## config.mk

```make
export PLATFORM = sky130hd
export DESIGN_NAME = pool2d_axis_geom
export DESIGN_NICKNAME = d
export VERILOG_FILES = /design/src/sv/pool2d_pkg.sv /design/src/sv/pool2d_axis_geom.sv
export SDC_FILE = /design/constraint.sdc
export NUM_CORES = 1
export LEC_CHECK = 0
export ABC_AREA = 1
export CELL_PAD_IN_SITES_DETAIL_PLACEMENT = 2
export CELL_PAD_IN_SITES_GLOBAL_PLACEMENT = 2
export CORE_MARGIN = 2
export CORE_UTILIZATION = 30
export CTS_BUF_LIST = sky130_fd_sc_hd__clkbuf_8
export CTS_CLUSTER_SIZE = 14
export DETAILED_ROUTE_END_ITERATION = 10
export DONT_BUFFER_PORTS = 1
export MAX_ROUTING_LAYER = met4
export PLACE_DENSITY_LB_ADDON = 0.2
export SETUP_SLACK_MARGIN = 0.15
export SYNTH_ARGS = -nofsm -noshare
export SYNTH_HDL_FRONTEND = slang
export SYNTH_SLANG_ARGS = --single-unit
```

## constraint.sdc

```tcl
create_clock -name clk -period 4.54 [get_ports clk]
set_input_delay 0.454 -clock clk [delete_from_list [all_inputs] [get_ports clk]]
set_output_delay 0.454 -clock clk [all_outputs]
set_load 0.05 [all_outputs]
```

## src/sv/pool2d_pkg.sv

```systemverilog
// Shared types and constants of the 2-D pooling block.
package pool2d_pkg;

    localparam int KW        = 4;   // window and stride register width
    localparam int DIM_W     = 7;   // plane height, width and channel count width
    localparam int IDX_W     = 6;   // row, column and channel index width
    localparam int PAD_W     = 4;   // padding amount width
    localparam int REG_W     = 7;   // widest configuration register
    localparam int REG_IDX_W = 3;   // configuration register index width
    localparam int DIM_MAX   = 64;  // largest plane side and channel count

    localparam logic [REG_IDX_W-1:0] REG_POOL_KIND     = 3'd0;
    localparam logic [REG_IDX_W-1:0] REG_PAD_MODE      = 3'd1;
    localparam logic [REG_IDX_W-1:0] REG_WINDOW_SIZE   = 3'd2;
    localparam logic [REG_IDX_W-1:0] REG_STRIDE        = 3'd3;
    localparam logic [REG_IDX_W-1:0] REG_IN_HEIGHT     = 3'd4;
    localparam logic [REG_IDX_W-1:0] REG_IN_WIDTH      = 3'd5;
    localparam logic [REG_IDX_W-1:0] REG_CHANNEL_COUNT = 3'd6;

    localparam logic KIND_MAX   = 1'b0;
    localparam logic KIND_AVG   = 1'b1;
    localparam logic MODE_VALID = 1'b0;
    localparam logic MODE_SAME  = 1'b1;

    // Output count and padding split along one axis
    typedef struct packed {
        logic [DIM_W-1:0] outn;
        logic [PAD_W-1:0] lead;
        logic [PAD_W-1:0] trail;
    } axis_geom_t;

    typedef enum logic [7:0] {
        ST_GEOM  = 8'b0000_0001,
        ST_IDLE  = 8'b0000_0010,
        ST_SETUP = 8'b0000_0100,
        ST_READ  = 8'b0000_1000,
        ST_DRAIN = 8'b0001_0000,
        ST_PUSH  = 8'b0010_0000,
        ST_DIV   = 8'b0100_0000,
        ST_OUT   = 8'b1000_0000
    } pool_state_t;

endpackage

```

## src/sv/pool2d_axis_geom.sv

```systemverilog
// Iterative output count and padding split for one axis of the plane.
module pool2d_axis_geom (
    input  logic                          clk,
    input  logic                          rst_n,
    input  logic                          start,
    input  logic [pool2d_pkg::DIM_W-1:0]  n,
    input  logic [pool2d_pkg::KW-1:0]     k,
    input  logic [pool2d_pkg::KW-1:0]     s,
    input  logic                          same,
    output logic                          busy,
    output pool2d_pkg::axis_geom_t        geom
);
    import pool2d_pkg::*;

    logic [7:0]       acc_reg, acc_next;
    logic [DIM_W-1:0] o_reg, o_next;
    logic             busy_reg, busy_next;
    logic [8:0]       pad_w;
    logic [PAD_W-1:0] pad;

    always_comb
    begin
        acc_next  = acc_reg;
        o_next    = o_reg;
        busy_next = busy_reg;
        if (start)
        begin
            acc_next  = same ? 8'd0 : ({4'd0, k} - 8'd1);
            o_next    = '0;
            busy_next = 1'b1;
        end
        else if (busy_reg)
        begin
            // count window origins until the next one falls past the axis
            if (acc_reg < {1'b0, n})
            begin
                acc_next = acc_reg + {4'd0, s};
                o_next   = o_reg + 1'b1;
            end
            else
            begin
                busy_next = 1'b0;
            end
        end
    end

    always_ff @(posedge clk or negedge rst_n)
    begin
        if (!rst_n)
        begin
            busy_reg <= 1'b0;
            acc_reg  <= '0;
            o_reg    <= '0;
        end
        else
        begin
            busy_reg <= busy_next;
            acc_reg  <= acc_next;
            o_reg    <= o_next;
        end
    end

    // in same mode acc ends at outn*s, so pad = acc - s + k - n
    assign pad_w = {1'b0, acc_reg} + {5'd0, k} - {5'd0, s} - {2'd0, n};
    assign pad   = same ? PAD_W'(pad_w) : '0;

    assign busy       = busy_reg;
    assign geom.outn  = o_reg;
    assign geom.lead  = pad >> 1;
    assign geom.trail = pad - (pad >> 1);

endmodule

```

After elaboration in Yosys (flattened, before gate mapping)
Index checks and enable logic that the tools add are counted.
{"block": "word_totals", "ff_bits": 16, "latchBits": 0, "mem_bits_rw": 0, "romBits": 0, "inputBits": 19, "out_inout_bits": 16, "elab_cells": 25, "mem_count": 0}
{"block": "op_classes", "n_addsub": 7, "n_mul": 0, "div_mod_pow": 0, "n_lt_le_gt_ge": 1, "eq_ne": 0, "shift": 0, "muxes": 11, "bitwise": 0, "n_reduce_logical": 3}
{"cell": "8-bit two-way mux", "n": 4}
{"cell": "7-bit two-way mux", "n": 3}
{"cell": "8-bit by 4-bit adder with 8-bit output", "n": 1}
{"cell": "8-bit by 7-bit less-than comparator with 1-bit output", "n": 1}
{"cell": "4-bit subtractor", "n": 2}
{"cell": "7-bit by 1-bit adder with 7-bit output (second input constant)", "n": 1}
{"cell": "4-bit by 1-bit subtractor with 5-bit output (second input constant)", "n": 1}
{"cell": "4-bit adder", "n": 1}
{"cell": "4-bit two-way mux", "n": 1}
{"cell": "2-bit nonzero test", "n": 2}
{"cell": "4-bit by 3-bit subtractor with 4-bit output", "n": 1}
{"cell": "1-bit two-way mux", "n": 3}
{"cell": "2-bit AND reduction", "n": 1}

Logic depth before layout (Yosys ltp)
{"block": "depth", "word_depth": 5, "ltp_mapped": 20, "ltp_nobuf": 20}

Least setup slack after synthesis
OpenSTA, ideal clock, no wires.
{"block": "synth_timing", "kind": "input port to output port", "start": "input port n[0] (netlist bit)", "end": "output port geom[2] (netlist bit)", "t_arrival_ps": 4838, "required_ps": 4086, "slack_ps": -752, "stages": 13, "n_path_buf": 0, "path_cell_list": "inv_1 fa_1 inv_1 fa_1 inv_1 ha_1 fa_1 nand2_1 inv_1 nor3_1 inv_1 fa_1 xor2_1"}
{"item": "from (decl)", "line_no": "pool2d_axis_geom.sv:6", "rtl": "input logic [pool2d_pkg::DIM_W-1:0] n,"}
{"item": "to (decl)", "line_no": "pool2d_axis_geom.sv:11", "rtl": "output pool2d_pkg::axis_geom_t geom"}

==> metrics.cfg <==
[run_status]
status=finished clean

[timing]
rsz0062_at_grt=false
timing.hold.ws_ps=364
setup-violations-final=0
tns_ps=0
period_needed_ps=4130
finalCritPeriodShare=0.909
tightest_slew_ps=735
relSlewSlack=0.509
maxSlewViolCount=0
fmax_mhz=242
fin_skew_ps=1.09
hold_viol_final=0

[floorplan]
std_cell_rows=28
start_util=0.308
die-area_um2=6680
die_y_um=81.7
ios=35
coreArea_um2=5890
dieWidth_um=81.7

[logic_synthesis]
syn-cell-area_um2=1810
synth-seq-cells=16
syn_avg_cell_area_um2=6.86
syn_inst=264
synth.distinct_cells=27
yosysWarnings=0
synth_nets=310
seq_area_frac_synth=0.221

[placed_design]
finalWeightedCongestion=0.746
dp_hpwl_um=3970
io_buffers=0

[layout]
largest_reg_flops=8
diodes=0
syn_to_final_growth_pct=8.15
fillCellCount=713
drive_gt1_frac=0.113
fin_nets=314
layout_commonest_cell=nand2_1
mostFrequentLayoutCells=nand2_1 (76), inv_1 (44), nand3_1 (27), ha_1 (19), dfrtp_1 (16)

[global_routing]
grt_pass1_wl_um=8350
antenna_found_initial=0
grt_pass1_vias=1827
grt_start_max_net_pins=23
grt_overflow=0
grt_usage=0.165

[drt]
wirelength_um=4820
wl_per_cell_um=14.1
dr.pass1.iters=4
vias=1641
first_iter_violations=39
via_per_inst=4.81
ant_nets=0
drc=0

[critical_path]
path_buf_inv=4
cp_max_fo=4
path_cells=inv_2 > fa_1 > fa_1 > inv_1 > ha_1 > nand2_1 > nand2_1 > a31oi_1 > inv_1 > nand3_1 > nand3_1 > ha_1 > nand2_1 > nand2_1 > a31oi_1 > inv_1 > nand4_1 > nand2_1
reg2reg_slack_ps=2530
worst_path_max_delay_cell=fa_1
cp-start-kind=primary input
cp.arrival_ps=3670
cp_top_family=adder cells
crit_type=primary input to primary output
cp_common_cell=nand2_1
critPathRequiredTime_ps=4090
endpoint_kind=primary output
cpPeakStageDelay_ps=530

[pwr]
power_density_nw_per_um2=743
p_leak_nw=1.12
vdd_drop_max_mv=0.620

[flow_run]
drv_cap=0

[clocking]
cts_tree=yes
insertion_delay_ps=240
cts_setup_buffers=0
clk_pin_slew_ps=60
numCtsBuffers=3
clockBufferDepth=2
cts.htree.levels=1
cts.sinks=16
root_buffer=clkbuf_8

[worst_hold_path]
min_path_type=primary input to flop

synthesized netlist by cell type (all sizes together):
cell type / count / share of area
a21oi: 5 / 0.014
a31oi: 2 / 0.0069
buf: 6 / 0.026
conb: 1 / 0.0021
dfrtp: 16 / 0.22
fa: 8 / 0.088
ha: 19 / 0.13
inv: 52 / 0.11
nand2: 87 / 0.20
nand3: 28 / 0.080
nand4: 6 / 0.021
nor2: 13 / 0.027
nor3: 4 / 0.014
nor3b: 2 / 0.0083
o21ai: 7 / 0.019
o22ai: 2 / 0.0069
xnor2: 1 / 0.0048
xor2: 5 / 0.024
stage by stage:
step	instance area, um2	utilization	cells	total power, mW	worst slack (ps)
finish	1960	0.333	341	1.46	413
global route	1960	0.333	341	1.62	160
CTS	1960	0.333	341	1.49	369
detailed placement	1910	0.324	337	1.37	375
global placement	1910	0.324	337	1.34	433
floorplan	1830	-	264	1.15	256
where the power goes:
group / total [mW] / internal [mW] / switching, mW
combinational: 1.05 / 0.315 / 0.733
sequential: 0.302 / 0.183 / 0.119
clock: 0.105 / 0.0587 / 0.0464
cells by family (layout without fill, tap and decap cells):
group	Yosys count	after routing	share of synthesized area
AOI/OAI and AO/OA	16	16	0.0470
other	1	1	0.00207
adders and majority gates	27	27	0.220
DFF	16	16	0.221
buffers and inverters	58	60	0.133
and+or+nand+nor	140	140	0.348
xor gates and xnor gates	6	6	0.0290
area by class of cell:
cell class	count	area, um2	area share
clock buffers	3	41.3	0.0211
inverters	52	195	0.0996
multi-input cells	190	1190	0.607
flip-flops and latches	16	400	0.204
well taps	75	93.8	0.0479
repair buffers	5	40.0	0.0204
path summary, 6_finish.rpt:
path / to / cells past startpoint / start
setup / recovery: geom[3] / 18 / k[2]
hold / removal: o_reg[6]$_DFFE_PN0P_ / 3 / start
setup reg to reg: acc_reg[7]$_DFFE_PN0P_ / 8 / acc_reg[5]$_DFFE_PN0P_
hold reg to reg: acc_reg[7]$_DFFE_PN0P_ / 2 / acc_reg[7]$_DFFE_PN0P_
max in group asynchronous: o_reg[1]$_DFFE_PN0P_ / 1 / rst_n
min in group asynchronous: o_reg[2]$_DFFE_PN0P_ / 1 / rst_n
per-layer routing:
| metal | share of wire | GRT usage | wire [um] | up-vias |
|---|---|---|---|---|
| li1 | - | - | - | 830 |
| met5 | 0 | - | 0 | - |
| met2 | 0.50 | 0.290 | 2390 | 26 |
| met3 | 0.032 | 0.0209 | 155 | 2 |
| met1 | 0.47 | 0.207 | 2260 | 783 |
| met4 | 0.0029 | 0.0233 | 14 | 0 |
tightest hold or removal path, delay by kind of cell:
family        cells  cell delay [ps]
simple gates      3              120
repair_timing:
item | 4_1_cts | 5_1_grt
gates resized for setup | 0 | 0
hold endpoints to repair | 16 | 0
setup endpoints to repair | 0 | 0
hold buffers | 1 | 0
Note: power is estimated with default switching activity, not from simulation.
