==> src/sv/pool2d_div_cell.sv <==
// One restoring-division cell: retires one quotient bit per beat.
module pool2d_div_cell #(
    parameter int NUM_W = 25,
    parameter int DEN_W = 9
) (
    input  logic             clk,
    input  logic             rst_n,
    input  logic             in_valid,
    input  logic [DEN_W-1:0] in_rem,
    input  logic [NUM_W-1:0] in_nq,
    input  logic [DEN_W-1:0] in_den,
    output logic             out_valid,
    output logic [DEN_W-1:0] out_rem,
    output logic [NUM_W-1:0] out_nq,
    output logic [DEN_W-1:0] out_den
);
    logic [DEN_W:0]   trial;
    logic             ge;
    logic [DEN_W-1:0] rem_next;
    logic [NUM_W-1:0] nq_next;

    always_comb
    begin
        trial    = {in_rem, in_nq[NUM_W-1]};
        ge       = trial >= {1'b0, in_den};
        rem_next = ge ? DEN_W'(trial - {1'b0, in_den}) : DEN_W'(trial);
        // shift the numerator out and the quotient bit in
        nq_next  = {in_nq[NUM_W-2:0], ge};
    end

    always_ff @(posedge clk or negedge rst_n)
    begin
        if (!rst_n)
        begin
            out_valid <= 1'b0;
        end
        else
        begin
            out_valid <= in_valid;
        end
    end

    always_ff @(posedge clk)
    begin
        out_rem <= rem_next;
        out_nq  <= nq_next;
        out_den <= in_den;
    end

endmodule

==> src/sv/pool2d_div_chain.sv <==
// Chain of division cells producing the rounded average quotient.
module pool2d_div_chain #(
    parameter int NUM_W = 25,
    parameter int DEN_W = 9
) (
    input  logic             clk,
    input  logic             rst_n,
    input  logic             in_valid,
    input  logic [NUM_W-1:0] in_num,
    input  logic [DEN_W-1:0] in_den,
    output logic             out_valid,
    output logic [NUM_W-1:0] out_quot
);
    logic             v   [NUM_W+1];
    logic [DEN_W-1:0] rem [NUM_W+1];
    logic [NUM_W-1:0] nq  [NUM_W+1];
    logic [DEN_W-1:0] den [NUM_W+1];

    assign v[0]   = in_valid;
    assign rem[0] = '0;
    assign nq[0]  = in_num;
    assign den[0] = in_den;

    for (genvar g = 0; g < NUM_W; g++)
    begin : g_cell
        pool2d_div_cell #(
            .NUM_W (NUM_W),
            .DEN_W (DEN_W)
        ) u_cell (
            .clk       (clk),
            .rst_n     (rst_n),
            .in_valid  (v[g]),
            .in_rem    (rem[g]),
            .in_nq     (nq[g]),
            .in_den    (den[g]),
            .out_valid (v[g+1]),
            .out_rem   (rem[g+1]),
            .out_nq    (nq[g+1]),
            .out_den   (den[g+1])
        );
    end

    assign out_valid = v[NUM_W];
    assign out_quot  = nq[NUM_W];

endmodule
==> config.mk <==
export PLATFORM = sky130hd
export DESIGN_NAME = pool2d_div_chain
export DESIGN_NICKNAME = d
export VERILOG_FILES = /design/src/sv/pool2d_div_cell.sv /design/src/sv/pool2d_div_chain.sv
export SDC_FILE = /design/constraint.sdc
export NUM_CORES = 1
export LEC_CHECK = 0
export BUFFER_PORTS_ARGS = -buffer_cell sky130_fd_sc_hd__buf_4
export CAP_MARGIN = 5
export CORE_ASPECT_RATIO = 1.75
export CORE_MARGIN = 5
export CORE_UTILIZATION = 50
export CTS_CLUSTER_DIAMETER = 40
export DETAILED_ROUTE_END_ITERATION = 8
export GPL_ROUTABILITY_DRIVEN = 0
export GPL_TIMING_DRIVEN = 0
export HOLD_SLACK_MARGIN = 0.08
export PLACE_DENSITY = 0.68
export SLEW_MARGIN = 10
export SYNTH_ARGS = -nofsm -noshare
export SYNTH_HDL_FRONTEND = slang
export SYNTH_SLANG_ARGS = --single-unit
==> constraint.sdc <==
create_clock -name clk -period 2.1 [get_ports clk]
set_input_delay 0.315 -clock clk [delete_from_list [all_inputs] [get_ports clk]]
set_output_delay 0.315 -clock clk [all_outputs]
set_load 0.03 [all_outputs]
# == Word level (Yosys, flattened, before mapping) ==
# Index checks and enable logic that the tools add are counted.
# classes
n_addsub,24
multipliers,0
n_div,0
magnitude_cmp,25
eq_ne,0
shifts,0
n_mux,24
n_bitwise,0
n_reduce_logical,0
# op_table
op,n
greater-or-equal comparator 10 x 9 -> 1 bit,24
2-to-1 mux 9 bit,23
subtractor 9 bit,23
greater-or-equal comparator 1 x 9 -> 1 bit,1
subtractor 1 x 9 -> 9 bit,1
2-to-1 mux 1 bit,1
# word_totals
ff_bits,1082
latch_bits,0
ramBits,0
rom_bits,0
input_bits,37
out_inout_bits,26
elab_cells,172
memories,0

# == Depth between registers and ports, before layout ==
# Gate-level depths: netlist of run 1.
# depth
depth_word,2
depth_mapped,10
mapped_depth_nobuf,10

# == Modules after synthesis ==
# From an unflattened synthesis of run 1, not the netlist that was laid out.
# unflattened
cells_unflattened,3243
area_unflattened_um2,38863.5
# by_module_without_submodules
module,n_inst,cells_each,area_each_um2,seq_area_each_um2
pool2d_div_cell at g_cell[0].u_cell ...,24,130,1559.0,885.8
pool2d_div_cell at g_cell[2].u_cell,1,122,1443.9,885.8
pool2d_div_chain,1,1,3.8,0.0

# == Worst setup path before layout of run 1 ==
# Ideal clock, no wire load.
# synth_path
kind,register -> register
from,register g_cell[19].u_cell.out_nq[24]
to,register g_cell[20].u_cell.out_rem[1]
setup_ns,0.121
arrival_time_ns,2.231
required_ns,1.979
slack_ns,-0.252
path_stages_with_launch,11
n_path_buf,1
period_less_slack_ns,2.352
path_cell_list,dfxtp_1 > inv_1 > ha_1 > inv_1 > fa_1 > a21o_1 > a221oi_2 > a21o_1 > and2_1 > buf_4 > mux2_2
# synth_via
elab_chain_len,2
word_cells_on_any_way,3
classes_between,1 x add/sub; 1 x order compare; 1 x mux
# synth_rtl
item,line,text
from (decl),pool2d_div_cell.sv:14,"output logic [NUM_W-1:0] out_nq,"
from (signal assigned),pool2d_div_cell.sv:46,out_nq <= nq_next;
subtractor 9 bit or greater-or-equal comparator 10 x 9 -> 1 bit (tied branches),"pool2d_div_cell.sv:26, pool2d_div_cell.sv:25",
2-to-1 mux 9 bit (*),pool2d_div_cell.sv:26,"rem_next = ge ? DEN_W'(trial - {1'b0, in_den}) : DEN_W'(trial);"
via g_cell[20].u_cell.rem_next[1],pool2d_div_cell.sv:19,logic [DEN_W-1:0] rem_next;
to (signal assigned),pool2d_div_cell.sv:45,out_rem <= rem_next;
to (decl),pool2d_div_cell.sv:13,"output logic [DEN_W-1:0] out_rem,"
# The timed path passes the listed nets; every way through them passes the cells marked *.
# A chain may end at the register's enable or synchronous reset.

# == Final worst setup path of run 1 ==
# layout_path
from,register g_cell[11].u_cell.out_nq[24]
to,register g_cell[12].u_cell.out_rem[4]
# layout_via
elab_chain_len,2
word_cells_on_any_way,3
classes_between,1 x add/sub; 1 x order compare; 1 x mux
# layout_rtl
item,line,text
from (decl),pool2d_div_cell.sv:14,
from (signal assigned),pool2d_div_cell.sv:46,
greater-or-equal comparator 10 x 9 -> 1 bit,pool2d_div_cell.sv:25,"ge = trial >= {1'b0, in_den};"
via g_cell[12].u_cell.ge,pool2d_div_cell.sv:18,logic ge;
2-to-1 mux 9 bit,pool2d_div_cell.sv:26,
via g_cell[12].u_cell.rem_next[4],pool2d_div_cell.sv:19,
to (signal assigned),pool2d_div_cell.sv:45,
to (decl),pool2d_div_cell.sv:13,
# The timed path passes the listed nets, and every way through them passes these cells.

==> reports/qor.yml, run 1 <==
detailed_routing:
  drt_wl_total_mm: 66.2
  post-route-drc-count: 0
  dr.pass1.iters: 5
  drt_iter0_markers: 828
  viasPerCell: 5.07
  vias: 20900
  detail_route.wl_per_cell_um: 16.0
  ant_nets: 0
critical_path:
  crit_path_end_kind: "flop"
  critical_path.reg2reg.endpoint: "g_cell[12].u_cell.out_rem[4]$_DFF_P_"
  cp-start-kind: "flop"
  critPathKind: "flop to flop"
  max_stage_delay_ns: 0.36
  crit_path_cell_trace: "inv_2 -> ha_4 -> inv_2 -> fa_2 -> a21o_1 -> a221oi_4 -> nor2_4 -> or2_1 -> buf_6 -> mux2_4"
  reg2reg_from: "g_cell[11].u_cell.out_nq[24]$_DFF_P_"
  r2r_cells: 10
  crit_required_ns: 2.66
  cpMaxStageDelayCell: "dfxtp_4"
  path_common_cell: "inv_2"
  rrSetupSlack_ns: -0.24
  cp.arrival_ns: 2.90
  crit_fanout: 7
sta:
  fin_skew_ns: 0.0452
  finalSetupViolations: 75
  hold_slack_ns: 0.236
  fin_ws_ns: -0.240
  fmax_mhz: 427
  max-slew-margin-rel: 0.558
  hold_violations: 0
  tightest_slew_ns: 0.662
  finalCritPeriodShare: 1.11
  drv_slew: 0
  finalWorstPathRequiredPeriod_ns: 2.34
  rsz0062_at_grt: "yes"
cts:
  clkTransAtPathRegs_ns: 0.07
  htree_num_levels: 3
  clk-insertion-delay-late_ns: 0.68
  clk_path_buf_depth: 3
  clock_sinks: 1082
  cts-root-buf: "clkbuf_16"
  cts_tree: "built"
  cts_made_buffers: 97
pwr:
  p_leak_nw: 19.0
  cellPowerDensity_nw_per_um2: 1630
  ir_worst_vdd_v: 0.000901
grt:
  overflow: 0
  grt_pass1_vias: 22400
  antenna_found_initial: 0
  grt_max_degree: 26
  track_usage: 0.173
  grt_pass1_wl_mm: 105
synthesis:
  seq_area_frac_synth: 0.637
  synth_edf_count: 0
  synth_area_leaders: "dfxtp_1 (62%), ha_1 (8.0%), mux2_2 (4.0%)"
  synth_top_cell_area_share: 0.619
  ys_warn_count: 0
  ys.flop_type: "dfxtp_1"
  synth_top_family_by_area: "compound AO/OA/AOI/OAI gates"
  synth_most_common_cell: "dfxtp_1"
  synth.lib_cells_used.distinct: 71
  yosys.area_share.simple: 0.0556
  ys_top_cells_by_count: "dfxtp_1 (1057), inv_1 (307), ha_1 (218)"
  synthAdderAreaFrac: 0.0932
  muxShareOfSynthArea: 0.0509
  synth_area_leader_cell: "dfxtp_1"
  syn_avg_cell_area_sq_um: 12.4
  ys_ff_latch: 1082
  synth_area_sq_um: 34200
  syn_nets: 3046
  synth-xor-area-share: 0.0284
  synth_compound_area_frac: 0.0976
  synth_cells: 2768
  postSynth.asyncResetShare: 0.0231
cells_and_area:
  multi_input_area_sq_um: 13500
  fill_cells: 4949
  stdcell_count: 4123
  syn2layout_area_growth_pct: 27.7
  num-nets-final: 3422
  drive_gt1_frac: 0.300
  final_util: 0.641
  num_antenna_cells: 0
  seqCellArea_sq_um: 21900
placed_design:
  dp_cells: 3733
  portBuffers: 62
  preCtsSetupSlack_ns: -0.601
  place_hpwl_mm: 43.5
die:
  rows: 127
  core_area_sq_um: 68200
  start_util: 0.502
  io-pin-count: 63
  die-area_sq_um: 73900
  die_w_um: 208
  die_height_um: 356
outcome:
  violations: "setup timing"
  status: "complete, but fails checks"
hold_path:
  hp-class: "input port to asynchronous set/reset pin"
run:
  maxCapViolCount: 0
[kinds of logic after synthesis]
kind of cell | Yosys count
XOR/XNOR | 111
multiplexers | 157
flip-flops | 1082
adder cells (fa/ha/maj) | 241
AND/OR/NAND/NOR | 377
AO/OA/AOI/OAI | 476
buffers and inverters | 324
[worst max-delay path by stage]
stage	startpoint	endpoint	slack, ns	cells past startpoint
floorplan	g_cell[4].u_cell.out_nq[24]$_DFF_P_	g_cell[5].u_cell.out_rem[1]$_DFF_P_	-0.15	10
detailed placement	g_cell[9].u_cell.out_den[5]$_DFF_P_	g_cell[10].u_cell.out_rem[4]$_DFF_P_	-0.60	8
global route	g_cell[15].u_cell.out_nq[24]$_DFF_P_	g_cell[16].u_cell.out_rem[4]$_DFF_P_	-0.32	10
CTS	g_cell[15].u_cell.out_nq[24]$_DFF_P_	g_cell[16].u_cell.out_rem[4]$_DFF_P_	-0.28	10
finish	g_cell[11].u_cell.out_nq[24]$_DFF_P_	g_cell[12].u_cell.out_rem[4]$_DFF_P_	-0.24	10
global placement	g_cell[9].u_cell.out_den[5]$_DFF_P_	g_cell[10].u_cell.out_rem[4]$_DFF_P_	-0.48	8
[registers in the layout, summed over array words and instances (netlist names)]
register                 count
g_cell.u_cell.out_nq       625
g_cell.u_cell.out_den      216
g_cell.u_cell.out_rem      216
g_cell.u_cell.out_valid     25
[layout make-up]
type	instances	area share
clock inverter	45	0.0172
inverter	310	0.0274
tap	903	0.0259
buffer	11	0.00284
multi-input combinational	1362	0.309
sequential	1082	0.501
clock buffer	130	0.0633
timing repair buffer	280	0.0541
[critical path: cells and delay by family (launching register included)]
family	cells	cell delay (ns)
muxes	1	0.33
DFF	1	0.36
AOI/OAI and AO/OA	2	0.54
adders and majority gates	2	0.46
and+or+nand+nor	2	0.30
buffers and inverters	3	0.24
[routing by layer]
metal	routed length, um	vias to the layer above	part of all wire	track usage
met5	0	-	0	0
met4	3630	0	0.055	0.0998
met3	2050	236	0.031	0.0269
met2	39600	440	0.60	0.366
met1	20900	10000	0.32	0.145
li1	-	10200	-	-
[layout by cell type (no fill, tap or decap), types with 30 or more instances in the layout]
cell type,n
dlygate4sd3_1,36
xnor2_1,73
a21oi_2,38
dfxtp_1,1008
ha_1,137
nor2b_1,30
dfxtp_2,44
buf_6,44
clkbuf_16,99
ha_4,60
nand2_1,46
xor2_1,37
nand3_1,60
o21ai_0,51
mux2i_1,33
nor2_1,75
mux2_2,88
inv_1,261
inv_2,37
mux2_4,36
a21oi_1,86
buf_4,205
a21o_1,58
[power by group]
group | switching (mW) | internal [mW]
sequential | 2.03 | 25.1
combinational | 12.5 | 12.8
clock | 7.70 | 10.9
[per-stage QoR]
| stage | TNS (ns) | power, mW | cell area (sq um) |
|---|---|---|---|
| CTS | -11.91 | 68.7 | 42100 |
| floorplan | -3.29 | 41.3 | 34400 |
| finish | -7.98 | 71.1 | 43700 |
| detailed placement | -60.89 | 46.0 | 36000 |
| global route | -16.38 | 75.0 | 43700 |
| global placement | -48.66 | 45.1 | 36000 |
[timing repair]
action | 4_1_cts | 5_1_grt
pin swaps | 102 | 122
gates cloned | 8 | 0
buffers inserted | 122 | 57
endpoints found under the hold margin | 67 | 0
hold buffers | 37 | 0
resized for setup | 322 | 263
endpoints found under the setup margin | 218 | 201
Note: power is estimated with default switching activity, not from simulation.
==> run 2: changes to the inputs <==
--- a/config.mk
+++ b/config.mk
@@ -9,3 +9,3 @@
 export CAP_MARGIN = 5
-export CORE_ASPECT_RATIO = 1.75
+export CORE_ASPECT_RATIO = 1.5
 export CORE_MARGIN = 5
@@ -18,2 +18,3 @@
 export PLACE_DENSITY = 0.68
+export REMOVE_ABC_BUFFERS = 1
 export SLEW_MARGIN = 10
==> constraint.sdc (replaced) <==
create_clock -name clk -period 2.1 [get_ports clk]
set_input_delay 0.21 -clock clk [delete_from_list [all_inputs] [get_ports clk]]
set_output_delay 0.21 -clock clk [all_outputs]
set_load 0.03 [all_outputs]
==> run 2 against run 1 <==
The run still ends with setup timing left. Sequential power is essentially flat. Via count is 0.19% higher. Clock skew is 0.031 ns lower. First-iteration DRC count fell by 2.9%. Sequential share of layout area shrank 0.12 points. Final area is 0.31% higher. Maximum frequency up 0.48%. Worst setup slack improved by 0.011 ns. Final cell count increased by 0.19%. Clock power is 2% higher. Sequential cell count did not move. Total power barely moved. Critical path type unchanged. Highest routed layer unchanged.
==> reports/qor.yml, run 2 (synthesis gave the netlist of run 1 again) <==
detailed_routing:
  drt_iter0_markers: 804  # was 828
  viasPerCell: 5.07  # about the same
  vias: 21000  # was 20900
  dr.pass1.iters: 5  # unchanged
  post-route-drc-count: 0  # unchanged
  detail_route.wl_per_cell_um: 15.5  # was 16.0 um
  ant_nets: 0  # unchanged
  drt_wl_total_mm: 64.1  # was 66.2 mm
pwr:
  p_leak_nw: 19.1  # was 19.0 nW
  ir_worst_vdd_v: 0.000953  # was 0.000901 V
  cellPowerDensity_nw_per_um2: 1620  # was 1630 nW/um^2
  p_sw_frac: 0.312  # was 0.313
  net-switching-power_mw: 22.2  # about the same
  comb_power_share: 0.352  # was 0.356
  power_frac_seq: 0.382  # about the same
  clkPwrFrac: 0.267  # was 0.262
  intPower_mw: 48.9  # was 48.8 mW
cts:
  clk_path_buf_depth: 3  # unchanged
  clk-insertion-delay-late_ns: 0.67  # was 0.68 ns
  cts_tree: "built"  # unchanged
  cts_made_buffers: 105  # was 97
  clkTransAtPathRegs_ns: 0.06  # was 0.07 ns
  clock_sinks: 1082  # unchanged
  cts-root-buf: "clkbuf_16"  # unchanged
  htree_num_levels: 3  # unchanged
critical_path:
  crit_path_cell_trace: "inv_2 -> ha_4 -> inv_2 -> fa_2 -> a21o_1 -> a221oi_4 -> buf_4 -> nor2_4 -> or2_4 -> mux2_2"  # was inv_2 -> ha_4 -> inv_2 -> fa_2 -> a21o_1 -> a221oi_4 -> nor2_4 -> or2_1 -> buf_6 -> mux2_4
  crit_path_end_kind: "flop"  # unchanged
  crit_required_ns: 2.65  # was 2.66 ns
  cp-start-kind: "flop"  # unchanged
  cpMaxStageDelayCell: "dfxtp_4"  # unchanged
  crit_fanout: 8  # was 7
  cp.arrival_ns: 2.87  # was 2.90 ns
  max_stage_delay_ns: 0.36  # about the same
  critPathKind: "flop to flop"  # unchanged
  crit_family: "adder cells"  # was compound AO/OA/AOI/OAI gates
  path_buf_inv: 3  # unchanged
  path_common_cell: "inv_2"  # unchanged
cells_and_area:
  layout_common_cells: "dfxtp_1 (1001), inv_1 (260), buf_4 (207), ha_1 (125), clkbuf_16 (108)"  # was dfxtp_1 (1008), inv_1 (261), buf_4 (205), ha_1 (137), clkbuf_16 (99)
  syn2layout_area_growth_pct: 28.1  # was 27.7%
  finalInstanceArea_sq_um: 43800  # was 43700 sq um
  top_register: "g_cell.u_cell.out_nq"  # unchanged
  largest_reg_flops: 625  # unchanged
  stdcell_count: 4131  # was 4123
  num_antenna_cells: 0  # unchanged
  num-nets-final: 3431  # was 3422
  drive_gt1_frac: 0.312  # was 0.300
  final_common_cell: "dfxtp_1"  # unchanged
  largestRegisters: "g_cell.u_cell.out_nq: 625 flops, g_cell.u_cell.out_den: 216 flops, g_cell.u_cell.out_rem: 216 flops"  # unchanged
grt:
  antenna_found_initial: 0  # unchanged
  grt_pass1_wl_mm: 102  # was 105 mm
  overflow: 0  # unchanged
  track_usage: 0.166  # was 0.173
  grt_pass1_vias: 22000  # was 22400
  grt_max_degree: 26  # unchanged
sta:
  rsz0062_at_grt: "yes"  # unchanged
  finalWorstPathRequiredPeriod_ns: 2.33  # was 2.34 ns
  fmax_mhz: 429  # was 427 MHz
  tightest_slew_ns: 1.02  # was 0.662 ns
  fin_ws_ns: -0.228  # was -0.240 ns
  hold_violations: 0  # unchanged
  drv_slew: 0  # unchanged
  fin_skew_ns: 0.0145  # was 0.0452 ns
  finalCritPeriodShare: 1.11  # about the same
  max-slew-margin-rel: 0.321  # was 0.558
  finalSetupViolations: 83  # was 75
placed_design:
  dp_cells: 3708  # was 3733
  portBuffers: 62  # unchanged
  place_area_sq_um: 35700  # was 36000 sq um
  place_hpwl_mm: 41.2  # was 43.5 mm
die:
  die_w_um: 224  # was 208 um
  die_height_um: 330  # was 356 um
  core_area_sq_um: 67900  # was 68200 sq um
  start_util: 0.503  # was 0.502
  die-area_sq_um: 73800  # was 73900 sq um
  rows: 117  # was 127
  io-pin-count: 63  # unchanged
run:
  maxCapViolCount: 0  # unchanged
outcome:
  violations: "setup timing"  # unchanged
  status: "complete, but fails checks"  # unchanged
hold_path:
  hp-class: "input port to flop"  # was input port to asynchronous set/reset pin
run 2: per-layer routing:
metal / GRT usage / vias to the layer above / part of all wire / wire (um)
met5: 0 / - / 0 / 0
met3: 0.0268 / 263 / 0.034 / 2180
met4: 0.102 / 0 / 0.058 / 3710
met2: 0.334 / 454 / 0.56 / 36100
li1: - / 10200 / - / -
met1: 0.152 / 10000 / 0.34 / 22100
run 2: final timing paths:
path | startpoint | end | slack, ns | depth (start not counted)
setup / recovery | g_cell[11].u_cell.out_nq[24]$_DFF_P_ | g_cell[12].u_cell.out_rem[4]$_DFF_P_ | -0.23 | 10
hold / removal | in_num[8] | g_cell[0].u_cell.out_nq[9]$_DFF_P_ | 0.18 | 2
setup reg to reg | g_cell[11].u_cell.out_nq[24]$_DFF_P_ | g_cell[12].u_cell.out_rem[4]$_DFF_P_ | -0.23 | 10
hold reg to reg | g_cell[3].u_cell.out_nq[20]$_DFF_P_ | g_cell[4].u_cell.out_nq[21]$_DFF_P_ | 0.32 | 0
max in group asynchronous | rst_n | g_cell[3].u_cell.out_valid$_DFF_PN0_ | 0.67 | 3
min in group asynchronous | rst_n | g_cell[16].u_cell.out_valid$_DFF_PN0_ | 0.82 | 3
run 2: cell type report:
| type | count | area (sq um) |
|---|---|---|
| inverters | 310 | 1190 |
| multi-input cells | 1365 | 13500 |
| clock buffers | 135 | 2900 |
| fillers | 4878 | 24100 |
| flip-flops and latches | 1082 | 21900 |
| well taps | 892 | 1120 |
| clock inverters | 58 | 706 |
| repair buffers | 289 | 2480 |
run 2: worst reg2reg max path, stage by stage, from the launching register on:
cell and delay (ns):
dfxtp_4 0.36, inv_2 0.06, ha_4 0.13, inv_2 0.04
fa_2 0.34, a21o_1 0.21, a221oi_4 0.26, buf_4 0.17
nor2_4 0.04, or2_4 0.31, mux2_2 0.29
run 2: power groups by stage:
stage	clock network [mW]	logic, mW	registers [mW]
final	19.0	25.0	27.1
after global placement	0	17.1	27.3
after floorplan	0	13.8	27.0
after CTS	19.5	21.6	27.0
after detailed placement	0	17.8	27.4
after global routing	20.4	26.9	27.6
run 2: through the flow:
step | setup TNS [ns] | hold slack [ns] | total power, mW | setup slack (ns) | util
floorplan | -15.95 | -0.0856 | 40.8 | -0.305 | -
detailed placement | -88.34 | 0.125 | 45.2 | -0.837 | 0.525
global route | -16.29 | 0.160 | 74.9 | -0.288 | 0.645
global placement | -77.67 | 0.112 | 44.3 | -0.801 | 0.525
CTS | -10.78 | 0.131 | 68.1 | -0.261 | 0.617
finish | -7.65 | 0.180 | 71.1 | -0.228 | 0.645
run 2: what timing repair did:
action,in CTS,in global routing
setup buffers,127,72
hold buffers,37,0
gates resized for setup,345,312
pin swaps,119,142
setup endpoints to repair,218,205
endpoints found under the hold margin,68,0
cloned,3,1
